<file path="src/hw/rtl/ufl_pkg.sv">
// Shared widths, codes, reset values and interface types of the token limiter.
package ufl_pkg;

    // Token arithmetic width.
    localparam int TOKEN_W = 48;

    // Register field widths.
    localparam int UL_W  = 7;
    localparam int SM_W  = 9;
    localparam int TPS_W = 12;
    localparam int CF_W  = 7;

    // Beat field widths.
    localparam int KS_W         = 31;
    localparam int MU_W         = 10;
    localparam int ST_W         = 2;
    localparam int TOK_OUT_W    = 48;
    localparam int SHARE_OUT_W  = 47;
    localparam int CAP_OUT_W    = 47;

    // APB port.
    localparam int APB_ADDR_W = 5;
    localparam int APB_DATA_W = 32;
    localparam int REG_IDX_W  = APB_ADDR_W - 2;

    localparam logic [REG_IDX_W-1:0] REG_UTIL_LIMIT     = 3'd0;
    localparam logic [REG_IDX_W-1:0] REG_ENABLE         = 3'd1;
    localparam logic [REG_IDX_W-1:0] REG_SM_COUNT       = 3'd2;
    localparam logic [REG_IDX_W-1:0] REG_THREADS_PER_SM = 3'd3;
    localparam logic [REG_IDX_W-1:0] REG_CORE_FACTOR    = 3'd4;

    // Register reset values.
    localparam logic [UL_W-1:0]  UL_RESET  = 7'd50;
    localparam logic             EN_RESET  = 1'b1;
    localparam logic [SM_W-1:0]  SM_RESET  = 9'd1;
    localparam logic [TPS_W-1:0] TPS_RESET = 12'd1024;
    localparam logic [CF_W-1:0]  CF_RESET  = 7'd1;

    // Geometry products kept in registers.
    localparam int P_ST_W = SM_W + TPS_W;
    localparam int P_SC_W = SM_W + CF_W;
    localparam int P_TC_W = TPS_W + CF_W;
    localparam int GEO_W  = SM_W + TPS_W + CF_W;
    localparam int SST_W  = 2 * SM_W + TPS_W;
    localparam int GA_W   = TPS_W;
    localparam int GB_W   = P_ST_W;

    localparam logic [P_ST_W-1:0]  P_ST_RESET = SM_RESET * TPS_RESET;
    localparam logic [P_SC_W-1:0]  P_SC_RESET = SM_RESET * CF_RESET;
    localparam logic [P_TC_W-1:0]  P_TC_RESET = TPS_RESET * CF_RESET;
    localparam logic [SST_W-1:0]   SST_RESET  = SM_RESET * SM_RESET * TPS_RESET;
    localparam logic [TOKEN_W-1:0] CAP_RESET  = SM_RESET * TPS_RESET * CF_RESET;

    // Cycles the derived products need to follow a geometry write.
    localparam int SETTLE_W = 2;
    localparam logic [SETTLE_W-1:0] SETTLE_CYC = 2'd2;

    // Serial multiplier and divider.
    localparam int MUL_A_W     = SST_W;
    localparam int MUL_B_W     = MU_W + 1;
    localparam int PROD_W      = MUL_A_W + MUL_B_W;
    localparam int MUL_CNT_W   = $clog2(MUL_B_W + 1);
    localparam int DIV_N_W     = PROD_W;
    localparam int DIV_D_W     = UL_W + 1;
    localparam int DIV_CNT_W   = $clog2(DIV_N_W + 1);

    // Increment scale: divide by 2560 as a right shift by 9 (divide by 512) and a divide by 5.
    localparam int UTIL_SCALE  = 2560;
    localparam int SCALE_DIV   = 5;
    localparam int SCALE_SHIFT = $clog2(UTIL_SCALE / SCALE_DIV);
    localparam int MIN_DIFF    = 5;
    localparam int LIMIT_OFF   = 100;

    // Wide arithmetic for share and token updates.
    localparam int EXT_W = ((TOKEN_W > PROD_W) ? TOKEN_W : PROD_W) + 2;

    localparam logic [TOKEN_W-1:0] TOK_MAX  = {1'b0, {(TOKEN_W-1){1'b1}}};
    localparam logic [TOKEN_W-1:0] TOK_HALF = TOK_MAX >> 1;

    // Commands and result status codes.
    localparam logic CMD_LAUNCH = 1'b0;
    localparam logic CMD_TICK   = 1'b1;

    localparam logic [ST_W-1:0] ST_GRANT  = 2'd0;
    localparam logic [ST_W-1:0] ST_WAIT   = 2'd1;
    localparam logic [ST_W-1:0] ST_BYPASS = 2'd2;
    localparam logic [ST_W-1:0] ST_TICK   = 2'd3;

    typedef struct packed {
        logic [UL_W-1:0]  util_limit;
        logic             enable;
        logic [SM_W-1:0]  sm_count;
        logic [TPS_W-1:0] threads_per_sm;
        logic [CF_W-1:0]  core_factor;
    } cfg_t;

    typedef struct packed {
        logic             fire;
        logic [GEO_W-1:0] cap;
    } reload_t;

    typedef struct packed {
        logic               start;
        logic [MUL_A_W-1:0] a;
        logic [MUL_B_W-1:0] b;
    } mul_req_t;

    typedef struct packed {
        logic              done;
        logic [PROD_W-1:0] prod;
    } mul_rsp_t;

    typedef struct packed {
        logic               start;
        logic [DIV_N_W-1:0] dividend;
        logic [DIV_D_W-1:0] divisor;
    } div_req_t;

    typedef struct packed {
        logic               done;
        logic [DIV_N_W-1:0] quotient;
    } div_rsp_t;

endpackage

</file>
<file path="src/hw/rtl/ufl_regs.sv">
// APB register bank with geometry products and capacity reload events.
module ufl_regs
(
    input  logic                               clk,
    input  logic                               rst_n,
    input  logic                               psel,
    input  logic                               penable,
    input  logic                               pwrite,
    input  logic [ufl_pkg::APB_ADDR_W-1:0]     paddr,
    input  logic [ufl_pkg::APB_DATA_W-1:0]     pwdata,
    output logic [ufl_pkg::APB_DATA_W-1:0]     prdata,
    output logic                               pready,
    output ufl_pkg::cfg_t                      cfg,
    output logic [ufl_pkg::SST_W-1:0]          sst,
    output ufl_pkg::reload_t                   reload,
    output logic                               busy
);

    ufl_pkg::cfg_t                        cfg_reg;
    logic [ufl_pkg::P_ST_W-1:0]           p_st_reg;
    logic [ufl_pkg::P_SC_W-1:0]           p_sc_reg;
    logic [ufl_pkg::P_TC_W-1:0]           p_tc_reg;
    logic [ufl_pkg::SST_W-1:0]            sst_reg;
    logic [ufl_pkg::SETTLE_W-1:0]         settle_reg;

    logic                                 wr;
    logic                                 geo_wr;
    logic [ufl_pkg::REG_IDX_W-1:0]        idx;
    logic [ufl_pkg::GA_W-1:0]             geo_a;
    logic [ufl_pkg::GB_W-1:0]             geo_b;
    logic [ufl_pkg::GA_W+ufl_pkg::GB_W-1:0] geo_full;

    assign pready = 1'b1;
    assign wr     = psel && penable && pwrite;
    assign idx    = paddr[ufl_pkg::APB_ADDR_W-1:2];
    assign geo_wr = wr && ((idx == ufl_pkg::REG_SM_COUNT) ||
                           (idx == ufl_pkg::REG_THREADS_PER_SM) ||
                           (idx == ufl_pkg::REG_CORE_FACTOR));

    // New capacity: written field times the product of the other two.
    always_comb
    begin
        unique case (idx)
            ufl_pkg::REG_SM_COUNT:
            begin
                geo_a = ufl_pkg::GA_W'(pwdata[ufl_pkg::SM_W-1:0]);
                geo_b = ufl_pkg::GB_W'(p_tc_reg);
            end
            ufl_pkg::REG_THREADS_PER_SM:
            begin
                geo_a = ufl_pkg::GA_W'(pwdata[ufl_pkg::TPS_W-1:0]);
                geo_b = ufl_pkg::GB_W'(p_sc_reg);
            end
            ufl_pkg::REG_CORE_FACTOR:
            begin
                geo_a = ufl_pkg::GA_W'(pwdata[ufl_pkg::CF_W-1:0]);
                geo_b = ufl_pkg::GB_W'(p_st_reg);
            end
            default:
            begin
                geo_a = '0;
                geo_b = '0;
            end
        endcase
    end

    assign geo_full   = geo_a * geo_b;
    assign reload.fire = geo_wr;
    assign reload.cap  = geo_full[ufl_pkg::GEO_W-1:0];

    always_ff @(posedge clk or negedge rst_n)
    begin
        if (!rst_n)
        begin
            cfg_reg.util_limit     <= ufl_pkg::UL_RESET;
            cfg_reg.enable         <= ufl_pkg::EN_RESET;
            cfg_reg.sm_count       <= ufl_pkg::SM_RESET;
            cfg_reg.threads_per_sm <= ufl_pkg::TPS_RESET;
            cfg_reg.core_factor    <= ufl_pkg::CF_RESET;
            p_st_reg               <= ufl_pkg::P_ST_RESET;
            p_sc_reg               <= ufl_pkg::P_SC_RESET;
            p_tc_reg               <= ufl_pkg::P_TC_RESET;
            sst_reg                <= ufl_pkg::SST_RESET;
            settle_reg             <= '0;
        end
        else
        begin
            if (wr)
            begin
                unique case (idx)
                    ufl_pkg::REG_UTIL_LIMIT:
                        cfg_reg.util_limit <= pwdata[ufl_pkg::UL_W-1:0];
                    ufl_pkg::REG_ENABLE:
                        cfg_reg.enable <= pwdata[0];
                    ufl_pkg::REG_SM_COUNT:
                        cfg_reg.sm_count <= pwdata[ufl_pkg::SM_W-1:0];
                    ufl_pkg::REG_THREADS_PER_SM:
                        cfg_reg.threads_per_sm <= pwdata[ufl_pkg::TPS_W-1:0];
                    ufl_pkg::REG_CORE_FACTOR:
                        cfg_reg.core_factor <= pwdata[ufl_pkg::CF_W-1:0];
                    default:
                    begin
                    end
                endcase
            end
            // Pairwise products are registered from the fields; sst from p_st_reg and sm_count.
            p_st_reg <= cfg_reg.sm_count * cfg_reg.threads_per_sm;
            p_sc_reg <= cfg_reg.sm_count * cfg_reg.core_factor;
            p_tc_reg <= cfg_reg.threads_per_sm * cfg_reg.core_factor;
            sst_reg  <= p_st_reg * cfg_reg.sm_count;
            if (geo_wr)
                settle_reg <= ufl_pkg::SETTLE_CYC;
            else if (settle_reg != '0)
                settle_reg <= settle_reg - 1'b1;
        end
    end

    always_comb
    begin
        unique case (idx)
            ufl_pkg::REG_UTIL_LIMIT:     prdata = ufl_pkg::APB_DATA_W'(cfg_reg.util_limit);
            ufl_pkg::REG_ENABLE:         prdata = ufl_pkg::APB_DATA_W'(cfg_reg.enable);
            ufl_pkg::REG_SM_COUNT:       prdata = ufl_pkg::APB_DATA_W'(cfg_reg.sm_count);
            ufl_pkg::REG_THREADS_PER_SM: prdata = ufl_pkg::APB_DATA_W'(cfg_reg.threads_per_sm);
            ufl_pkg::REG_CORE_FACTOR:    prdata = ufl_pkg::APB_DATA_W'(cfg_reg.core_factor);
            default:                     prdata = '0;
        endcase
    end

    assign cfg  = cfg_reg;
    assign sst  = sst_reg;
    assign busy = (settle_reg != '0);

endmodule

</file>
<file path="src/hw/rtl/ufl_mul.sv">
// Shift-add multiplier that retires one multiplier bit per cycle.
module ufl_mul
(
    input  logic              clk,
    input  logic              rst_n,
    input  ufl_pkg::mul_req_t req,
    output ufl_pkg::mul_rsp_t rsp
);

    logic [ufl_pkg::PROD_W-1:0]    acc_reg;
    logic [ufl_pkg::PROD_W-1:0]    mcand_reg;
    logic [ufl_pkg::MUL_B_W-1:0]   mplier_reg;
    logic [ufl_pkg::MUL_CNT_W-1:0] cnt_reg;
    logic                          busy_reg;
    logic                          done_reg;

    always_ff @(posedge clk or negedge rst_n)
    begin
        if (!rst_n)
        begin
            busy_reg <= 1'b0;
            done_reg <= 1'b0;
            cnt_reg  <= '0;
        end
        else
        begin
            done_reg <= busy_reg && (cnt_reg == ufl_pkg::MUL_CNT_W'(1));
            if (req.start)
            begin
                busy_reg <= 1'b1;
                cnt_reg  <= ufl_pkg::MUL_CNT_W'(ufl_pkg::MUL_B_W);
            end
            else if (busy_reg)
            begin
                cnt_reg <= cnt_reg - 1'b1;
                if (cnt_reg == ufl_pkg::MUL_CNT_W'(1))
                    busy_reg <= 1'b0;
            end
        end
    end

    always_ff @(posedge clk)
    begin
        if (req.start)
        begin
            acc_reg    <= '0;
            mcand_reg  <= ufl_pkg::PROD_W'(req.a);
            mplier_reg <= req.b;
        end
        else if (busy_reg)
        begin
            if (mplier_reg[0])
                acc_reg <= acc_reg + mcand_reg;
            mcand_reg  <= mcand_reg << 1;
            mplier_reg <= mplier_reg >> 1;
        end
    end

    assign rsp.done = done_reg;
    assign rsp.prod = acc_reg;

endmodule

</file>
<file path="src/hw/rtl/ufl_div.sv">
// Restoring divider that produces one quotient bit per cycle.
module ufl_div
(
    input  logic              clk,
    input  logic              rst_n,
    input  ufl_pkg::div_req_t req,
    output ufl_pkg::div_rsp_t rsp
);

    logic [ufl_pkg::DIV_D_W-1:0]   rem_reg;
    logic [ufl_pkg::DIV_N_W-1:0]   quo_reg;
    logic [ufl_pkg::DIV_D_W-1:0]   dsr_reg;
    logic [ufl_pkg::DIV_CNT_W-1:0] cnt_reg;
    logic                          busy_reg;
    logic                          done_reg;

    logic [ufl_pkg::DIV_D_W:0]     trial;
    logic [ufl_pkg::DIV_D_W:0]     diff;
    logic                          fits;

    // Shift the next dividend bit into the partial remainder.
    assign trial = {rem_reg, quo_reg[ufl_pkg::DIV_N_W-1]};
    assign fits  = trial >= {1'b0, dsr_reg};
    assign diff  = trial - {1'b0, dsr_reg};

    always_ff @(posedge clk or negedge rst_n)
    begin
        if (!rst_n)
        begin
            busy_reg <= 1'b0;
            done_reg <= 1'b0;
            cnt_reg  <= '0;
        end
        else
        begin
            done_reg <= busy_reg && (cnt_reg == ufl_pkg::DIV_CNT_W'(1));
            if (req.start)
            begin
                busy_reg <= 1'b1;
                cnt_reg  <= ufl_pkg::DIV_CNT_W'(ufl_pkg::DIV_N_W);
            end
            else if (busy_reg)
            begin
                cnt_reg <= cnt_reg - 1'b1;
                if (cnt_reg == ufl_pkg::DIV_CNT_W'(1))
                    busy_reg <= 1'b0;
            end
        end
    end

    always_ff @(posedge clk)
    begin
        if (req.start)
        begin
            rem_reg <= '0;
            quo_reg <= req.dividend;
            dsr_reg <= req.divisor;
        end
        else if (busy_reg)
        begin
            rem_reg <= fits ? diff[ufl_pkg::DIV_D_W-1:0] : trial[ufl_pkg::DIV_D_W-1:0];
            quo_reg <= {quo_reg[ufl_pkg::DIV_N_W-2:0], fits};
        end
    end

    assign rsp.done     = done_reg;
    assign rsp.quotient = quo_reg;

endmodule

</file>
<file path="src/hw/rtl/utilization_feedback_token_limiter.sv">
// Top level: token bucket with utilization-driven refill and launch throttling.
//
// Beats enter on req_valid/req_stall and leave on rsp_valid/rsp_stall; a beat
// is taken at a clock edge where valid is high and stall is low. Every request
// beat yields exactly one response beat, in order.
// A launch request (cmd 0) is decided in the idle state and its result goes
// from the done state into the output register; no new request is taken until
// the core is back in idle. A tick (cmd 1) runs the increment through a shared
// bit-serial multiplier and a restoring divider, then, when the error is above
// half the limit, the boost multiply and divide by limit+1 as well, before the
// bucket-growth, share and token update steps.
// A stalled response sits in the output register; the core can still take and
// work a new request, but holds its result in the done state until it is taken.
// A write to sm_count, threads_per_sm or core_factor reloads the capacity at
// once, clamps share and tokens the cycle after, and holds off requests while
// the derived products settle. The user must make APB writes only while no
// request is in flight; the block does not enforce it. pready is always high.
// Reset clears tokens and share, loads capacity from the reset geometry and
// empties the output register.
module utilization_feedback_token_limiter
(
    input  logic                                 clk,
    input  logic                                 rst_n,
    input  logic                                 psel,
    input  logic                                 penable,
    input  logic                                 pwrite,
    input  logic [ufl_pkg::APB_ADDR_W-1:0]       paddr,
    input  logic [ufl_pkg::APB_DATA_W-1:0]       pwdata,
    output logic [ufl_pkg::APB_DATA_W-1:0]       prdata,
    output logic                                 pready,
    input  logic                                 req_valid,
    output logic                                 req_stall,
    input  logic                                 cmd,
    input  logic [ufl_pkg::KS_W-1:0]             kernel_size,
    input  logic [ufl_pkg::MU_W-1:0]             measured_util,
    output logic                                 rsp_valid,
    input  logic                                 rsp_stall,
    output logic [ufl_pkg::ST_W-1:0]             status,
    output logic signed [ufl_pkg::TOK_OUT_W-1:0] tokens_now,
    output logic [ufl_pkg::SHARE_OUT_W-1:0]      share_now,
    output logic [ufl_pkg::CAP_OUT_W-1:0]        capacity_now
);

    localparam int SW = 4;
    localparam logic [SW-1:0] S_IDLE = 4'd0;
    localparam logic [SW-1:0] S_MUL1 = 4'd1;
    localparam logic [SW-1:0] S_DIV1 = 4'd2;
    localparam logic [SW-1:0] S_MUL2 = 4'd3;
    localparam logic [SW-1:0] S_DIV2 = 4'd4;
    localparam logic [SW-1:0] S_DBL  = 4'd5;
    localparam logic [SW-1:0] S_SHR  = 4'd6;
    localparam logic [SW-1:0] S_TOK  = 4'd7;
    localparam logic [SW-1:0] S_DONE = 4'd8;

    ufl_pkg::cfg_t              cfg;
    ufl_pkg::reload_t           reload;
    logic [ufl_pkg::SST_W-1:0]  sst;
    logic                       cfg_busy;
    ufl_pkg::mul_req_t          mul_req;
    ufl_pkg::mul_rsp_t          mul_rsp;
    ufl_pkg::div_req_t          div_req;
    ufl_pkg::div_rsp_t          div_rsp;

    logic [SW-1:0]                         state_reg, state_next;
    logic signed [ufl_pkg::TOKEN_W-1:0]    tokens_reg, tokens_next;
    logic [ufl_pkg::TOKEN_W-1:0]           share_reg, share_next;
    logic [ufl_pkg::TOKEN_W-1:0]           capacity_reg, capacity_next;
    logic                                  clamp_pending_reg;
    logic [ufl_pkg::MU_W-1:0]              diff_reg, diff_next;
    logic                                  boost_reg, boost_next;
    logic                                  up_reg, up_next;
    logic [ufl_pkg::PROD_W-1:0]            inc_reg, inc_next;
    logic [ufl_pkg::ST_W-1:0]              status_reg, status_next;
    logic                                  rsp_valid_reg, rsp_valid_next;
    logic [ufl_pkg::ST_W-1:0]              rsp_status_reg, rsp_status_next;
    logic signed [ufl_pkg::TOK_OUT_W-1:0]  rsp_tokens_reg, rsp_tokens_next;
    logic [ufl_pkg::SHARE_OUT_W-1:0]       rsp_share_reg, rsp_share_next;
    logic [ufl_pkg::CAP_OUT_W-1:0]         rsp_cap_reg, rsp_cap_next;

    logic                                  accept;
    logic                                  bypass;
    logic [ufl_pkg::MU_W-1:0]              ul_ext;
    logic [ufl_pkg::MU_W-1:0]              diff_raw;
    logic [ufl_pkg::MU_W-1:0]              diff_in;
    logic [ufl_pkg::EXT_W-1:0]             share_ext;
    logic [ufl_pkg::EXT_W-1:0]             cap_ext;
    logic [ufl_pkg::EXT_W-1:0]             inc_ext;
    logic [ufl_pkg::EXT_W-1:0]             share_up;
    logic [ufl_pkg::EXT_W-1:0]             share_dn;
    logic signed [ufl_pkg::EXT_W-1:0]      tok_sx;
    logic signed [ufl_pkg::EXT_W-1:0]      cap_sx;
    logic signed [ufl_pkg::EXT_W-1:0]      tok_sum;
    logic [ufl_pkg::TOKEN_W-1:0]           cap_dbl;

    ufl_regs u_regs
    (
        .clk     (clk),
        .rst_n   (rst_n),
        .psel    (psel),
        .penable (penable),
        .pwrite  (pwrite),
        .paddr   (paddr),
        .pwdata  (pwdata),
        .prdata  (prdata),
        .pready  (pready),
        .cfg     (cfg),
        .sst     (sst),
        .reload  (reload),
        .busy    (cfg_busy)
    );

    ufl_mul u_mul
    (
        .clk   (clk),
        .rst_n (rst_n),
        .req   (mul_req),
        .rsp   (mul_rsp)
    );

    ufl_div u_div
    (
        .clk   (clk),
        .rst_n (rst_n),
        .req   (div_req),
        .rsp   (div_rsp)
    );

    assign req_stall = (state_reg != S_IDLE) || cfg_busy;
    assign accept    = req_valid && !req_stall;

    assign bypass = (cfg.util_limit == '0) ||
                    (cfg.util_limit >= ufl_pkg::UL_W'(ufl_pkg::LIMIT_OFF)) ||
                    !cfg.enable;

    // Utilization error, floored at the minimum step.
    assign ul_ext   = ufl_pkg::MU_W'(cfg.util_limit);
    assign diff_raw = (measured_util > ul_ext) ? (measured_util - ul_ext)
                                               : (ul_ext - measured_util);
    assign diff_in  = (diff_raw < ufl_pkg::MU_W'(ufl_pkg::MIN_DIFF))
                      ? ufl_pkg::MU_W'(ufl_pkg::MIN_DIFF) : diff_raw;

    assign share_ext = ufl_pkg::EXT_W'(share_reg);
    assign cap_ext   = ufl_pkg::EXT_W'(capacity_reg);
    assign inc_ext   = ufl_pkg::EXT_W'(inc_reg);
    assign share_up  = share_ext + inc_ext;
    assign share_dn  = share_ext - inc_ext;
    assign tok_sx    = ufl_pkg::EXT_W'(tokens_reg);
    assign cap_sx    = $signed(cap_ext);
    assign tok_sum   = tok_sx + $signed(share_ext);
    assign cap_dbl   = (capacity_reg > ufl_pkg::TOK_HALF) ? ufl_pkg::TOK_MAX
                                                          : (capacity_reg << 1);

    always_comb
    begin
        state_next      = state_reg;
        tokens_next     = tokens_reg;
        share_next      = share_reg;
        capacity_next   = capacity_reg;
        diff_next       = diff_reg;
        boost_next      = boost_reg;
        up_next         = up_reg;
        inc_next        = inc_reg;
        status_next     = status_reg;
        rsp_valid_next  = rsp_valid_reg;
        rsp_status_next = rsp_status_reg;
        rsp_tokens_next = rsp_tokens_reg;
        rsp_share_next  = rsp_share_reg;
        rsp_cap_next    = rsp_cap_reg;
        mul_req         = '0;
        div_req         = '0;

        if (rsp_valid_reg && !rsp_stall)
            rsp_valid_next = 1'b0;

        if (reload.fire)
            capacity_next = ufl_pkg::TOKEN_W'(reload.cap);

        // Pull share and tokens under a freshly reloaded capacity.
        if (clamp_pending_reg)
        begin
            if (share_reg > capacity_reg)
                share_next = capacity_reg;
            if (tok_sx > cap_sx)
                tokens_next = capacity_reg;
        end

        unique case (state_reg)
            S_IDLE:
            begin
                if (accept)
                begin
                    if (cmd == ufl_pkg::CMD_LAUNCH)
                    begin
                        if (bypass)
                            status_next = ufl_pkg::ST_BYPASS;
                        else if (tokens_reg[ufl_pkg::TOKEN_W-1])
                            status_next = ufl_pkg::ST_WAIT;
                        else
                        begin
                            tokens_next = tokens_reg - ufl_pkg::TOKEN_W'(kernel_size);
                            status_next = ufl_pkg::ST_GRANT;
                        end
                        state_next = S_DONE;
                    end
                    else
                    begin
                        diff_next   = diff_in;
                        boost_next  = diff_in > ufl_pkg::MU_W'(cfg.util_limit >> 1);
                        up_next     = measured_util <= ul_ext;
                        status_next = ufl_pkg::ST_TICK;
                        mul_req.start = 1'b1;
                        mul_req.a     = sst;
                        mul_req.b     = ufl_pkg::MUL_B_W'(diff_in);
                        state_next    = S_MUL1;
                    end
                end
            end
            S_MUL1:
            begin
                if (mul_rsp.done)
                begin
                    div_req.start    = 1'b1;
                    div_req.dividend = mul_rsp.prod >> ufl_pkg::SCALE_SHIFT;
                    div_req.divisor  = ufl_pkg::DIV_D_W'(ufl_pkg::SCALE_DIV);
                    state_next       = S_DIV1;
                end
            end
            S_DIV1:
            begin
                if (div_rsp.done)
                begin
                    if (boost_reg)
                    begin
                        mul_req.start = 1'b1;
                        mul_req.a     = div_rsp.quotient[ufl_pkg::MUL_A_W-1:0];
                        mul_req.b     = {diff_reg, 1'b0};
                        state_next    = S_MUL2;
                    end
                    else
                    begin
                        inc_next   = div_rsp.quotient;
                        state_next = S_DBL;
                    end
                end
            end
            S_MUL2:
            begin
                if (mul_rsp.done)
                begin
                    div_req.start    = 1'b1;
                    div_req.dividend = mul_rsp.prod;
                    div_req.divisor  = ufl_pkg::DIV_D_W'(cfg.util_limit) +
                                       ufl_pkg::DIV_D_W'(1);
                    state_next       = S_DIV2;
                end
            end
            S_DIV2:
            begin
                if (div_rsp.done)
                begin
                    inc_next   = div_rsp.quotient;
                    state_next = S_DBL;
                end
            end
            S_DBL:
            begin
                // Full share with a token debt: grow the bucket.
                if ((share_reg == capacity_reg) && tokens_reg[ufl_pkg::TOKEN_W-1])
                begin
                    capacity_next = cap_dbl;
                    share_next    = cap_dbl;
                end
                state_next = S_SHR;
            end
            S_SHR:
            begin
                if (up_reg)
                    share_next = (share_up > cap_ext) ? capacity_reg
                                                      : share_up[ufl_pkg::TOKEN_W-1:0];
                else
                    share_next = (inc_ext > share_ext) ? '0
                                                       : share_dn[ufl_pkg::TOKEN_W-1:0];
                state_next = S_TOK;
            end
            S_TOK:
            begin
                tokens_next = (tok_sum > cap_sx) ? capacity_reg
                                                 : tok_sum[ufl_pkg::TOKEN_W-1:0];
                state_next  = S_DONE;
            end
            S_DONE:
            begin
                // Hold until the output register is free or drains this cycle.
                if (!rsp_valid_reg || !rsp_stall)
                begin
                    rsp_valid_next  = 1'b1;
                    rsp_status_next = status_reg;
                    rsp_tokens_next = ufl_pkg::TOK_OUT_W'(tokens_reg);
                    rsp_share_next  = ufl_pkg::SHARE_OUT_W'(share_reg);
                    rsp_cap_next    = ufl_pkg::CAP_OUT_W'(capacity_reg);
                    state_next      = S_IDLE;
                end
            end
            default:
            begin
                state_next = S_IDLE;
            end
        endcase
    end

    always_ff @(posedge clk or negedge rst_n)
    begin
        if (!rst_n)
        begin
            state_reg         <= S_IDLE;
            tokens_reg        <= '0;
            share_reg         <= '0;
            capacity_reg      <= ufl_pkg::CAP_RESET;
            clamp_pending_reg <= 1'b0;
            rsp_valid_reg     <= 1'b0;
        end
        else
        begin
            state_reg         <= state_next;
            tokens_reg        <= tokens_next;
            share_reg         <= share_next;
            capacity_reg      <= capacity_next;
            clamp_pending_reg <= reload.fire;
            rsp_valid_reg     <= rsp_valid_next;
        end
    end

    always_ff @(posedge clk)
    begin
        diff_reg       <= diff_next;
        boost_reg      <= boost_next;
        up_reg         <= up_next;
        inc_reg        <= inc_next;
        status_reg     <= status_next;
        rsp_status_reg <= rsp_status_next;
        rsp_tokens_reg <= rsp_tokens_next;
        rsp_share_reg  <= rsp_share_next;
        rsp_cap_reg    <= rsp_cap_next;
    end

    assign rsp_valid    = rsp_valid_reg;
    assign status       = rsp_status_reg;
    assign tokens_now   = rsp_tokens_reg;
    assign share_now    = rsp_share_reg;
    assign capacity_now = rsp_cap_reg;

    a_share_bounded: assert property (@(posedge clk) disable iff (!rst_n)
        (state_reg == S_IDLE && !clamp_pending_reg) |-> (share_reg <= capacity_reg))
        else $error("share above capacity while idle");

    a_tokens_bounded: assert property (@(posedge clk) disable iff (!rst_n)
        (state_reg == S_IDLE && !clamp_pending_reg)
            |-> (tokens_reg[ufl_pkg::TOKEN_W-1] || (tokens_reg <= capacity_reg)))
        else $error("tokens above capacity while idle");

    a_capacity_max: assert property (@(posedge clk) disable iff (!rst_n)
        capacity_reg <= ufl_pkg::TOK_MAX)
        else $error("capacity beyond signed token range");

    a_accept_leaves_idle: assert property (@(posedge clk) disable iff (!rst_n)
        (req_valid && !req_stall) |=> (state_reg != S_IDLE))
        else $error("accepted beat did not start work");

    a_mul_done_owned: assert property (@(posedge clk) disable iff (!rst_n)
        mul_rsp.done |-> (state_reg == S_MUL1 || state_reg == S_MUL2))
        else $error("multiplier finished outside a multiply step");

endmodule

</file>
<file path="config.mk">
export PLATFORM = sky130hd
export DESIGN_NAME = utilization_feedback_token_limiter
export DESIGN_NICKNAME = d
export VERILOG_FILES = /design/src/hw/rtl/ufl_pkg.sv /design/src/hw/rtl/ufl_regs.sv /design/src/hw/rtl/ufl_mul.sv /design/src/hw/rtl/ufl_div.sv /design/src/hw/rtl/utilization_feedback_token_limiter.sv
export SDC_FILE = /design/constraint.sdc
export NUM_CORES = 2
export LEC_CHECK = 0
export BUFFER_PORTS_ARGS = -buffer_cell sky130_fd_sc_hd__buf_4
export CORE_ASPECT_RATIO = 1.1
export CORE_MARGIN = 2
export CORE_UTILIZATION = 50
export CTS_CLUSTER_DIAMETER = 50
export DETAILED_ROUTE_END_ITERATION = 7
export PLACE_DENSITY = 0.74
export SLEW_MARGIN = 30
export SYNTH_ARGS = -nofsm -noshare
export SYNTH_HDL_FRONTEND = slang
export SYNTH_SLANG_ARGS = --single-unit
</file>
<file path="constraint.sdc">
create_clock -name clk -period 12.6 [get_ports clk]
set_clock_uncertainty 0.1 [all_clocks]
set_input_delay 1.89 -clock clk [delete_from_list [all_inputs] [get_ports clk]]
set_output_delay 1.89 -clock clk [all_outputs]
set_load 0.02 [all_outputs]
</file>
==> run_results.csv <==
group,metric,value,unit
cts,clk_pin_slew,0.06,ns
hold_path,hp-class,"register to register",
placement,numPortBuffers,221,
yosys,synth_top_cell_area_share,0.152,
placement,place_congestion,0.960,
worst_setup_path,required,13.07,ns
yosys,synth-edff-count,289,
routing,wirelength,193,mm
floorplan,coreArea,125000,µm²
routing,first_iter_violations,3915,
yosys,syn_area,63100,µm²
floorplan,initial_utilization,0.505,
routing,dr.pass1.iters,6,
yosys,syn_inst,7032,
worst_setup_path,cp_data_arrival_time,9.79,ns
worst_setup_path,critPathMaxFanout,28,
placement,dp_hpwl,150,mm
sta,drv_slew,0,
power_and_ir_drop,total_power,16000,µW
sta,fin_setup_tns,0,ns
global_routing,grt_first_pass_wirelength,297,mm
cts,htree_levels,3,
floorplan,dieArea,129000,µm²
yosys,ys.warnings.count,0,
worst_setup_path,endpoint_kind,"register",
sta,rsz0062_at_grt,"no",
routing,vias,52300,
routing,wl_per_cell,21.9,µm
layout,area_delta_synth_final,9.64,%
sta,worst_pin_slew,1.13,ns
worst_setup_path,path_buf_inv,1,
global_routing,grt_remaining_overflow,0,
worst_setup_path,slowest_delay,0.97,ns
layout,drive_gt1_frac,0.0783,
outcome,status,"finished, final reports clean",
routing,ant_nets,0,
floorplan,die_height,377,µm
floorplan,pin_count,265,
job,cap_violations,0,
yosys,yosysTopAreaCell,"fa_1",
routing,viasPerCell,5.94,
worst_setup_path,crit_slowest_cell,"nor4bb_1",
worst_setup_path,crit_type,"register to register",
worst_setup_path,crit_top_cell,"o21ai_1",
cts,clock_path_buffers,3,
sta,finalCritPeriodShare,0.740,
sta,setup_viol,0,
worst_setup_path,critPathLaunchType,"register",
yosys,synth_flop_cell,"edfxtp_1",
yosys,yosysUniqueCellTypes,97,
global_routing,track_usage,0.296,
yosys,ys_ff_latch,637,
floorplan,die_x,343,µm
routing,drc,0,
sta,max_freq,0.107,GHz
cts,cts_tree,"yes",
yosys,synth.area.top_cells,"fa_1 (15%), edfxtp_1 (14%), ha_1 (13%)",
sta,slew_headroom,0.230,
yosys,yosysMostFrequentCell,"nand2_1",
layout,seq_area,17100,µm²
yosys,async_reset_ff_frac,0.452,
floorplan,rows,136,
sta,finalHoldViolCount,0,
layout,nets,8281,
worst_setup_path,crit_family,"compound AO/OA/AOI/OAI gates",
layout,fillerInstances,11100,
layout,multiInputGateArea,41900,µm²
cts,numCtsBuffers,87,
cts,cts-root-buf,"clkbuf_16",
cts,clk_latency,0.70,ns
cts,cts.sinks,637,
yosys,syn_avg_cell_area,8.98,µm²
cts,post_cts_buffers,0,
global_routing,antenna_found_initial,5,
power_and_ir_drop,vdd_drop_max,0.181,mV
cts,hold_buffers,0,
global_routing,grt_pass1_vias,52800,
yosys,ys_top_cells_by_count,"nand2_1 (943), inv_1 (741), ha_1 (642)",
power_and_ir_drop,power_density,232,nW/µm²
global_routing,grt_max_degree,141,
sta,setup_ws,3.27,ns
power_and_ir_drop,power.leakage,0.0329,µW
cts,cts_resized,0,
sta,fin_crit,9.33,ns
yosys,ys_seq_area_frac,0.271,
sta,holdWs,0.339,ns
placement,place_ws,3.13,ns
## logic make-up after synthesis
logic type | Yosys count | share of synthesized area
adder cells (fa/ha/maj) | 1120 | 0.279
other | 2 | 0.000119
multiplexers | 204 | 0.0333
flip-flops | 637 | 0.271
XOR/XNOR | 284 | 0.0394
AND/OR/NAND/NOR | 2123 | 0.155
buffers and inverters | 1123 | 0.0687
AO/OA/AOI/OAI | 1539 | 0.154
## worst register-to-register path: cells and delay by family (launching register included)
family                   cells  cell delay [ns]
buffers and inverters        1             0.53
flip-flops                   1             0.46
AO/OA/AOI/OAI               18             5.48
AND/OR/NAND/NOR              3             1.51
XOR/XNOR                     1             0.13
adder cells (fa/ha/maj)      3             1.00
## placed cells by master, fill, tap and decap left out, types with 207 or more instances in the layout
cell,synthesis,routed
a21oi_1,484,482
and2_1,214,214
buf_4,24,294
dfrtp_1,276,273
edfxtp_1,289,289
fa_1,478,478
ha_1,642,642
inv_1,741,741
nand2_1,943,942
nor2_1,398,393
o21ai_0,224,222
xnor2_1,207,207
## per-layer routing
metal  vias to the layer above  GRT usage  routed length [µm]
met4                         4      0.175               12100
li1                      24100          -                   -
met5                         -          0                  33
met3                       540     0.0479               14000
met2                      2149      0.497               91100
met1                     25500      0.357               75500
## power by group
group	internal, µW	switching, µW	total [µW]
Clock	1460	1060	2520
Sequential	2830	962	3790
Combinational	3980	5740	9720
## final cells by class
type                       count  share of cell area
multi-input combinational   5295               0.606
sequential                   637               0.247
tap                         1656              0.0299
inverter                     757              0.0410
timing repair buffer         297              0.0326
antenna                        1           0.0000362
clock inverter                58             0.00938
clock buffer                 104              0.0340
## path summary, 6_finish.rpt
check | startpoint | to | slack, ns | cells after the start
worst min register to register | status_reg[1] | status[1] | 0.34 | 0
min in group asynchronous | rst_n | u_regs.p_sc_reg[15] | 1.11 | 1
worst max register to register | share_reg[0] | tokens_reg[46] | 3.27 | 26
worst max-delay path | share_reg[0] | tokens_reg[46] | 3.27 | 26
max in group asynchronous | rst_n | tokens_reg[39] | 9.94 | 2
worst min-delay path | status_reg[1] | status[1] | 0.34 | 0
## stage by stage
| step | instances | utilization | cell area (µm²) |
|---|---|---|---|
| after global placement | 8641 | 0.529 | 66200 |
| after global routing | 8805 | 0.553 | 69200 |
| after floorplan | 7055 | - | 63200 |
| final | 8805 | 0.553 | 69200 |
| after CTS | 8803 | 0.553 | 69200 |
| after detailed placement | 8641 | 0.529 | 66200 |
Power figures use the tool's default switching activity.
